### config.mk
export PLATFORM = sky130hd
export DESIGN_NAME = ils_ctrl
export DESIGN_NICKNAME = d
export VERILOG_FILES = /design/src/rtl/core/ils_pkg.sv /design/src/rtl/core/ils_ctrl.sv
export SDC_FILE = /design/constraint.sdc
export NUM_CORES = 1
export LEC_CHECK = 0
export ABC_AREA = 1
export BUFFER_PORTS_ARGS = -buffer_cell sky130_fd_sc_hd__buf_4
export CELL_PAD_IN_SITES_DETAIL_PLACEMENT = 1
export CELL_PAD_IN_SITES_GLOBAL_PLACEMENT = 2
export CORE_MARGIN = 5
export CORE_UTILIZATION = 33
export DETAILED_ROUTE_END_ITERATION = 10
export HOLD_SLACK_MARGIN = 0.15
export PLACE_DENSITY_LB_ADDON = 0.3
export SLEW_MARGIN = 25
export SYNTH_ARGS = -nofsm -noshare
export SYNTH_HDL_FRONTEND = slang
export SYNTH_SLANG_ARGS = --single-unit
### constraint.sdc
create_clock -name clk -period 9.27 [get_ports clk]
set_input_delay 0.927 -clock clk [delete_from_list [all_inputs] [get_ports clk]]
set_output_delay 0.927 -clock clk [all_outputs]
set_load 0.02 [all_outputs]
### src/rtl/core/ils_pkg.sv
// Shared constants, codes and types for the indexed list store.
package ils_pkg;

  localparam int CAPACITY = 1024;
  localparam int ADDR_W   = $clog2(CAPACITY);
  localparam int CNT_W    = $clog2(CAPACITY + 1);
  localparam int POS_W    = 16;
  localparam int VAL_W    = 32;
  localparam int ACT_W    = 3;
  localparam int STAT_W   = 2;
  localparam int ENTRY_W  = 11;
  localparam int CMP_W    = ((CNT_W > POS_W) ? CNT_W : POS_W) + 1;

  localparam logic [ACT_W-1:0] ACT_READ   = 3'd0;
  localparam logic [ACT_W-1:0] ACT_INS_HD = 3'd1;
  localparam logic [ACT_W-1:0] ACT_INS_TL = 3'd2;
  localparam logic [ACT_W-1:0] ACT_INS_AT = 3'd3;
  localparam logic [ACT_W-1:0] ACT_DELETE = 3'd4;

  localparam logic [STAT_W-1:0] ST_DONE  = 2'd0;
  localparam logic [STAT_W-1:0] ST_RANGE = 2'd1;
  localparam logic [STAT_W-1:0] ST_FULL  = 2'd2;

  typedef struct packed {
    logic [VAL_W-1:0]   read_value;
    logic [STAT_W-1:0]  status;
    logic [ENTRY_W-1:0] entry_count;
  } result_t;

  typedef struct packed {
    logic              we;
    logic [ADDR_W-1:0] waddr;
    logic [VAL_W-1:0]  wdata;
    logic              re;
    logic [ADDR_W-1:0] raddr;
  } ram_req_t;

endpackage

### src/rtl/core/ils_ctrl.sv
// Sequencer that decodes an item and walks the entry RAM one entry per cycle.
module ils_ctrl (
  input  logic                    clk,
  input  logic                    rst,
  input  logic                    req_valid,
  output logic                    req_ready,
  input  logic [ils_pkg::ACT_W-1:0] action,
  input  logic [ils_pkg::POS_W-1:0] position,
  input  logic [ils_pkg::VAL_W-1:0] item_value,
  output ils_pkg::ram_req_t       ram_req,
  input  logic [ils_pkg::VAL_W-1:0] ram_rdata,
  output logic                    res_valid,
  input  logic                    res_ok,
  output ils_pkg::result_t        res
);

  import ils_pkg::*;

  typedef enum logic [2:0] {S_IDLE, S_READ, S_UP, S_DOWN, S_FILL, S_REPLY} state_t;

  state_t            state;
  logic [CNT_W-1:0]  count;
  logic [ADDR_W-1:0] cur;
  logic [ADDR_W-1:0] last;
  logic [ADDR_W-1:0] wr;
  logic              more;
  logic              rvalid;
  logic [VAL_W-1:0]  val;
  logic [VAL_W-1:0]  rv;
  logic [STAT_W-1:0] st;

  logic             fire;
  logic [CMP_W-1:0] pos_w;
  logic [CMP_W-1:0] cnt_w;
  logic [CMP_W-1:0] p_w;
  logic             is_ins;
  logic             full;

  assign req_ready = (state == S_IDLE);
  assign fire      = req_valid && req_ready;
  assign pos_w     = CMP_W'(position);
  assign cnt_w     = CMP_W'(count);
  assign full      = (count == CNT_W'(CAPACITY));
  assign is_ins    = (action == ACT_INS_HD) || (action == ACT_INS_TL) ||
                     (action == ACT_INS_AT);

  always_comb begin
    case (action)
      ACT_INS_HD: p_w = '0;
      ACT_INS_TL: p_w = cnt_w;
      default:    p_w = pos_w;
    endcase
  end

  // RAM port control. A shift reads one entry ahead of the write it feeds.
  always_comb begin
    ram_req = '0;
    case (state)
      S_IDLE: begin
        if (fire && action == ACT_READ && pos_w < cnt_w) begin
          ram_req.re    = 1'b1;
          ram_req.raddr = ADDR_W'(position);
        end
        if (fire && is_ins && !full && p_w == cnt_w) begin
          ram_req.we    = 1'b1;
          ram_req.waddr = ADDR_W'(count);
          ram_req.wdata = item_value;
        end
      end
      S_UP, S_DOWN: begin
        ram_req.re    = more;
        ram_req.raddr = cur;
        ram_req.we    = rvalid;
        ram_req.waddr = wr;
        ram_req.wdata = ram_rdata;
      end
      S_FILL: begin
        ram_req.we    = 1'b1;
        ram_req.waddr = last;
        ram_req.wdata = val;
      end
      default: ;
    endcase
  end

  assign res_valid       = (state == S_REPLY);
  assign res.read_value  = rv;
  assign res.status      = st;
  assign res.entry_count = ENTRY_W'(count);

  always_ff @(posedge clk) begin
    if (rst) begin
      state  <= S_IDLE;
      count  <= '0;
      more   <= 1'b0;
      rvalid <= 1'b0;
    end else begin
      case (state)
        S_IDLE: begin
          if (fire) begin
            rv <= '0;
            st <= ST_DONE;
            state <= S_REPLY;
            if (action == ACT_READ) begin
              if (pos_w < cnt_w) begin
                state <= S_READ;
              end else begin
                rv <= '1;
                st <= ST_RANGE;
              end
            end else if (is_ins) begin
              // The range test comes before the full test.
              if (action == ACT_INS_AT && pos_w > cnt_w) begin
                st <= ST_RANGE;
              end else if (full) begin
                st <= ST_FULL;
              end else begin
                count <= count + 1'b1;
                if (p_w != cnt_w) begin
                  cur    <= ADDR_W'(count - 1'b1);
                  last   <= ADDR_W'(p_w);
                  val    <= item_value;
                  more   <= 1'b1;
                  rvalid <= 1'b0;
                  state  <= S_UP;
                end
              end
            end else if (action == ACT_DELETE) begin
              if (pos_w < cnt_w) begin
                count <= count - 1'b1;
                if (pos_w + 1'b1 < cnt_w) begin
                  cur    <= ADDR_W'(pos_w + 1'b1);
                  last   <= ADDR_W'(count - 1'b1);
                  more   <= 1'b1;
                  rvalid <= 1'b0;
                  state  <= S_DOWN;
                end
              end else begin
                st <= ST_RANGE;
              end
            end
          end
        end
        S_READ: begin
          rv    <= ram_rdata;
          state <= S_REPLY;
        end
        S_UP: begin
          rvalid <= more;
          if (more) begin
            wr <= cur + 1'b1;
            if (cur == last) begin
              more <= 1'b0;
            end else begin
              cur <= cur - 1'b1;
            end
          end else if (rvalid) begin
            state <= S_FILL;
          end
        end
        S_DOWN: begin
          rvalid <= more;
          if (more) begin
            wr <= cur - 1'b1;
            if (cur == last) begin
              more <= 1'b0;
            end else begin
              cur <= cur + 1'b1;
            end
          end else if (rvalid) begin
            state <= S_REPLY;
          end
        end
        S_FILL: begin
          state <= S_REPLY;
        end
        S_REPLY: begin
          if (res_ok) begin
            state <= S_IDLE;
          end
        end
        default: state <= S_IDLE;
      endcase
    end
  end

endmodule

; ---- Word level (Yosys, flattened, before mapping)
; Index checks and enable logic that the tools add are counted.
; W data, S select, Z words.
[totals]
input_bits = 87
reg_bits = 112
word_cells = 167
out_inout_bits = 101
[op_classes]
bitwise = 4
n_reduce_logical = 30
mux = 82
n_eq_ne = 33
n_addsub = 5
magnitude_cmp = 3
[op_table]
columns = op, n
row1 = $mux W10, 22
row2 = $pmux W43 S3, 1
row3 = $mux W32, 3
row4 = $mux W11, 6
row5 = $pmux W32 S2, 1
row6 = $mux W3, 15
row7 = $mux W43, 1
row8 = $pmux W16 S2, 1
row9 = $pmux W10 S3, 1
row10 = $ne A2 B2 Y1 const B, 11
row11 = $pmux W11 S2, 1
row12 = $mux W1, 21
row13 = $pmux W10 S2, 1
row14 = $add A16 B1 Y17 const B, 1
row15 = $eq A17 B11 Y1, 1
row16 = $lt A17 B11 Y1, 1
row17 = $ne A17 B11 Y1, 1
row18 = $gt A16 B11 Y1, 1
row19 = $lt A16 B11 Y1, 1
row20 = $pmux W3 S5, 1
row21 = $reduce_and A14 Y1, 1
row22 = $eq A3 B2 Y1 const B, 4
row23 = $reduce_bool A2 Y1, 6
row24 = $add A11 B1 Y11 const B, 1
row25 = 27 further kinds, 53

; ---- Logic depth before layout (Yosys ltp)
[logic_depth]
word_depth = 10
mapped_depth = 21
mapped_depth_nobuf = 21

; ---- Worst setup path after synthesis
; No wires, ideal clock.
[synth_path]
path_kind = in2reg
from = in position[5] (netlist bit)
to = reg val[0], enable pin
arrival_time_ns = 4.151
setup_time_ns = 0.461
n_path_buf = 0
t_required_ns = 8.809
cell_stages = 10
setup_slack_ns = 4.658
path_cell_list = ha_1 > a21oi_1 > nor2_1 > nor3_1 > nand2_1 > nand2_1 > nand2_1 > nand2_1 > nand3b_1 > nor3_1
[synth_via]
elab_chain_len = 4
elab_cells_between_ends = 6
classes_between = order compare: 1 / eq/ne: 1 / mux: 1 / bitwise: 1 / reduce/logical: 2
[synth_lines]
columns = element, line_no
row1 = from (decl), ils_ctrl.sv:8  ; input logic [ils_pkg::POS_W-1:0] position,
row2 = $gt A16 B11 Y1, ils_ctrl.sv:113  ; if (action == ACT_INS_AT && pos_w > cnt_w) begin
row3 = $logic_and A1 B1 Y1, ils_ctrl.sv:113
row4 = $not A1 Y1 (no source line), n/a
row5 = $reduce_and A8 Y1 (no source line) *, n/a
row6 = to (signal assigned), ils_ctrl.sv:122  ; val <= item_value;
row7 = to (decl), ils_ctrl.sv:28  ; logic [VAL_W-1:0] val;
; Every way passes the cells marked *; elsewhere a longest branch is shown, timed or not.
; A chain may end at the register's enable or synchronous reset.

==> summary.md <==
| Metric | Value |
|---|---|
| Worst vdd ir | `between 0.09 and 0.1 mV` |
| Final Hold Vio Count | `0` |
| Critical Path RT | `around 8.3 ns` |
| Port bufs | `187` |
| CP Launch Type | `flop` |
| Seq/Total Area, Yosys | `43.8%` |
| Final setup TNS | `0 ns` |
| Post-Syn Instances | `between 900 and 1000` |
| Final critical-path required period | `4.37 ns` |
| Cells resized by post-CTS repair | `0` |
| Post-Syn Nets | `around 1000` |
| #FFs+latches synth | `112` |
| Register Area | `3200 um^2` |
| Core Util, Final | `42.5%` |
| Unique cell type count in the Yosys netlist | `42` |
| DR pass1 iterations | `5` |
| Sink Count | `~110` |
| Final Cell Area | `approximately 9300 um^2` |
| CP max-delay cell | `dfxtp_1` |
| Max clock buf depth | `2` |
| Critical Path Most Common Cell | `nand2_1` |
| Die width | `159 um` |
| H-tree depth | `3` |
| Antenna-violating nets left | `0` |
| Layout Nets | `1186` |
| CTS root buf | `clkbuf_16` |
| Final Power | `between 0.002 and 0.0025 W` |
| Total grt overflow | `0` |
| First-pass GRT wire length | `42100 um` |
| Placement Rows | `54` |
| Max Cap Violations | `0` |
| Final Wtd Congestion | `0.883` |
| # diodes | `0` |
| CP cell instances | `clkinv_1, ha_1, nand2_1, nor2_1, nor3_1, nand2_1, nand2_1, nand2_1, nor2_1, nand2_1, o22ai_1, buf_4` |
| Power density over the cells | `~220 nW/um^2` |
| Largest fanout on the critical path | `9` |
| Starting density of the core | `approximately a third` |
| Vias per cell | `just over 5` |
| Outcome | `completed` |
| Die area | `25200 um^2` |
| CTS tree | `yes` |
| Die span in y | `159 um` |
| Worst clock skew | `0.0125 ns` |
| Critical Path AT | `3.44 ns` |
| Wire per inst | `20.1 um` |
| Vias in the first global route | `around 7000` |
| Crit. End Element | `primary output` |
| FMAX | `229 MHz` |
| Layout cells sized above 1 | `21.4%` |
| Post-DP HPWL | `21300 um` |
| TritonCTS Buffers | `9` |
| HP Class | `reg -> reg` |
| Initial antenna violation count | `2` |
| Num ports | `188` |
| WS Path Type | `reg -> out` |
| Slew @ Worst Pin | `between 0.9 and 1 ns` |
| CP max stage delay | `between 0.5 and 0.6 ns` |
| CTS clk-pin slew, worst paths | `0.08 ns` |
| Async set-reset flop share out of synthesis | `0%` |
| DRC viols | `0` |
| Avg Cell Area, Syn | `between 8 and 9 um^2` |
| Yosys warns | `0` |
| Setup repair bufs after CTS | `0` |
| Dpl ws | `4.54 ns` |
| Rel. slew slack | `about 35%` |
| Total Routed Length | `between 20000 and 30000 um` |
| GRT Util Overall | `21.0%` |
| Endpoints failing setup | `0` |
| Leak Pwr | `3.99 nW` |
| Slew Limit Fails | `0` |
| Mapped cell area | `7310 um^2` |
| Worst Slack Setup Final | `4.90 ns` |
| CP bufs+invs | `2` |
| Final period utilization | `between 40 and 50%` |
| Routed via count | `6993` |
| CP top delay family | `simple AND/OR/NAND/NOR gates` |
| Primary FF master, synth | `edfxtp_1` |
| Pin count of the biggest net entering global routing | `40` |
| Filler Cell Count | `between 2000 and 3000` |
| P&R area growth vs syn | `26.8%` |
| DRT iter0 DRCs | `just over 400` |
| Worst skew pair latency | `0.37 ns` |
| RSZ-0062 raised after global routing | `false` |
| Number of flops mapped to enable cells by yosys | `between 90 and 100` |
| Post-CTS Hold Fix Bufs | `0` |
| Core area | `21800 um^2` |
| Area of the multi-input gates | `3460 um^2` |
| Placed cell area | `8970 um^2` |
[registers in the layout, indices dropped and copies added (netlist names), 2 cells and up]
signal,flops
rv,32
val,32
count,11
cur,10
last,10
wr,10
state,3
st,2
[cell usage after synthesis, types with 6 or more instances]
cell type,number,share of area (%)
nor3_1,17,1.2
nand4_1,15,1.3
inv_1,120,6.2
nand3_1,43,2.9
a21oi_1,31,2.1
o221ai_1,10,1.2
o211ai_1,48,4.9
o22ai_1,7,0.60
dfxtp_1,16,4.4
clkbuf_1,30,1.5
o21ai_0,85,5.8
nand2_1,212,11
o21a_1,6,0.62
edfxtp_1,96,39
xnor2_1,7,0.84
buf_2,6,0.41
nor2_1,54,2.8
xor2_1,29,3.5
mux2i_1,6,0.82
ha_1,27,4.6
[layout make-up]
cell class                      count  area share [%]
Multi-Input combinational cell    625            37.4
Sequential cell                   112            34.6
Timing Repair Buffer              197            16.0
Inverter                          127            5.14
Tap cell                          280            3.78
Clock buffer                        9            2.43
Clock inverter                      7           0.743
[worst min-delay path, cell delays in order (launching register included)]
cell,delay (ns)
dfxtp_1,0.32
nand2_1,0.06
a21oi_1,0.05
[cell families (layout without fill, tap and decap cells)]
| group | after synthesis | after routing | synth area share, % |
|---|---|---|---|
| simple gates | 358 | 358 | 21.0 |
| buf+inv | 167 | 340 | 8.95 |
| mux | 6 | 6 | 0.822 |
| fa+ha+maj | 27 | 27 | 4.62 |
| compound gates | 198 | 198 | 16.5 |
| xor+xnor | 36 | 36 | 4.31 |
| flops | 112 | 112 | 43.8 |
[metal layers]
metal / part of all wire [%] / wire length (um) / global-route usage, %
met5: 0.077 / 21 / 0
met4: 2.2 / 595 / 6.10
met3: 5.2 / 1420 / 3.50
met2: 47 / 12800 / 34.1
met1: 46 / 12500 / 28.9
[placed cells by master (no fill, tap or decap), types with 7 or more instances in the layout]
cell,count
nor2_1,53
nand2_1,212
nand3_1,43
o22ai_1,7
xor2_1,29
nor3_1,16
clkbuf_16,9
dfxtp_1,16
buf_4,197
a21oi_1,31
inv_1,120
edfxtp_1,96
o221ai_1,10
ha_1,27
o211ai_1,48
o21ai_0,85
nand4_1,15
xnor2_1,7
[power by group]
part / leakage, nW / internal, W / switching (W)
sequential: 1.02 / 0.000664 / 0.0000592
combinational: 2.82 / 0.000337 / 0.000616
clock: 0.145 / 0.000191 / 0.000207
[through the flow]
step,instances,hold WS (ns)
after floorplan,904,0.440
after global placement,1341,0.459
after detailed placement,1341,0.459
after CTS,1357,0.474
after global routing,1357,0.505
final,1357,0.475
[worst paths after layout]
| path | startpoint | to | slack (ns) | cells after the start |
|---|---|---|---|---|
| worst min-delay path | rvalid | rvalid | 0.47 | 2 |
| worst max-delay path | count[7] | ram_req[8] | 4.90 | 12 |
| worst min register to register | rvalid | rvalid | 0.47 | 2 |
| worst max register to register | count[8] | last[5] | 5.46 | 13 |
No activity file was read; power rests on OpenSTA's default activity.
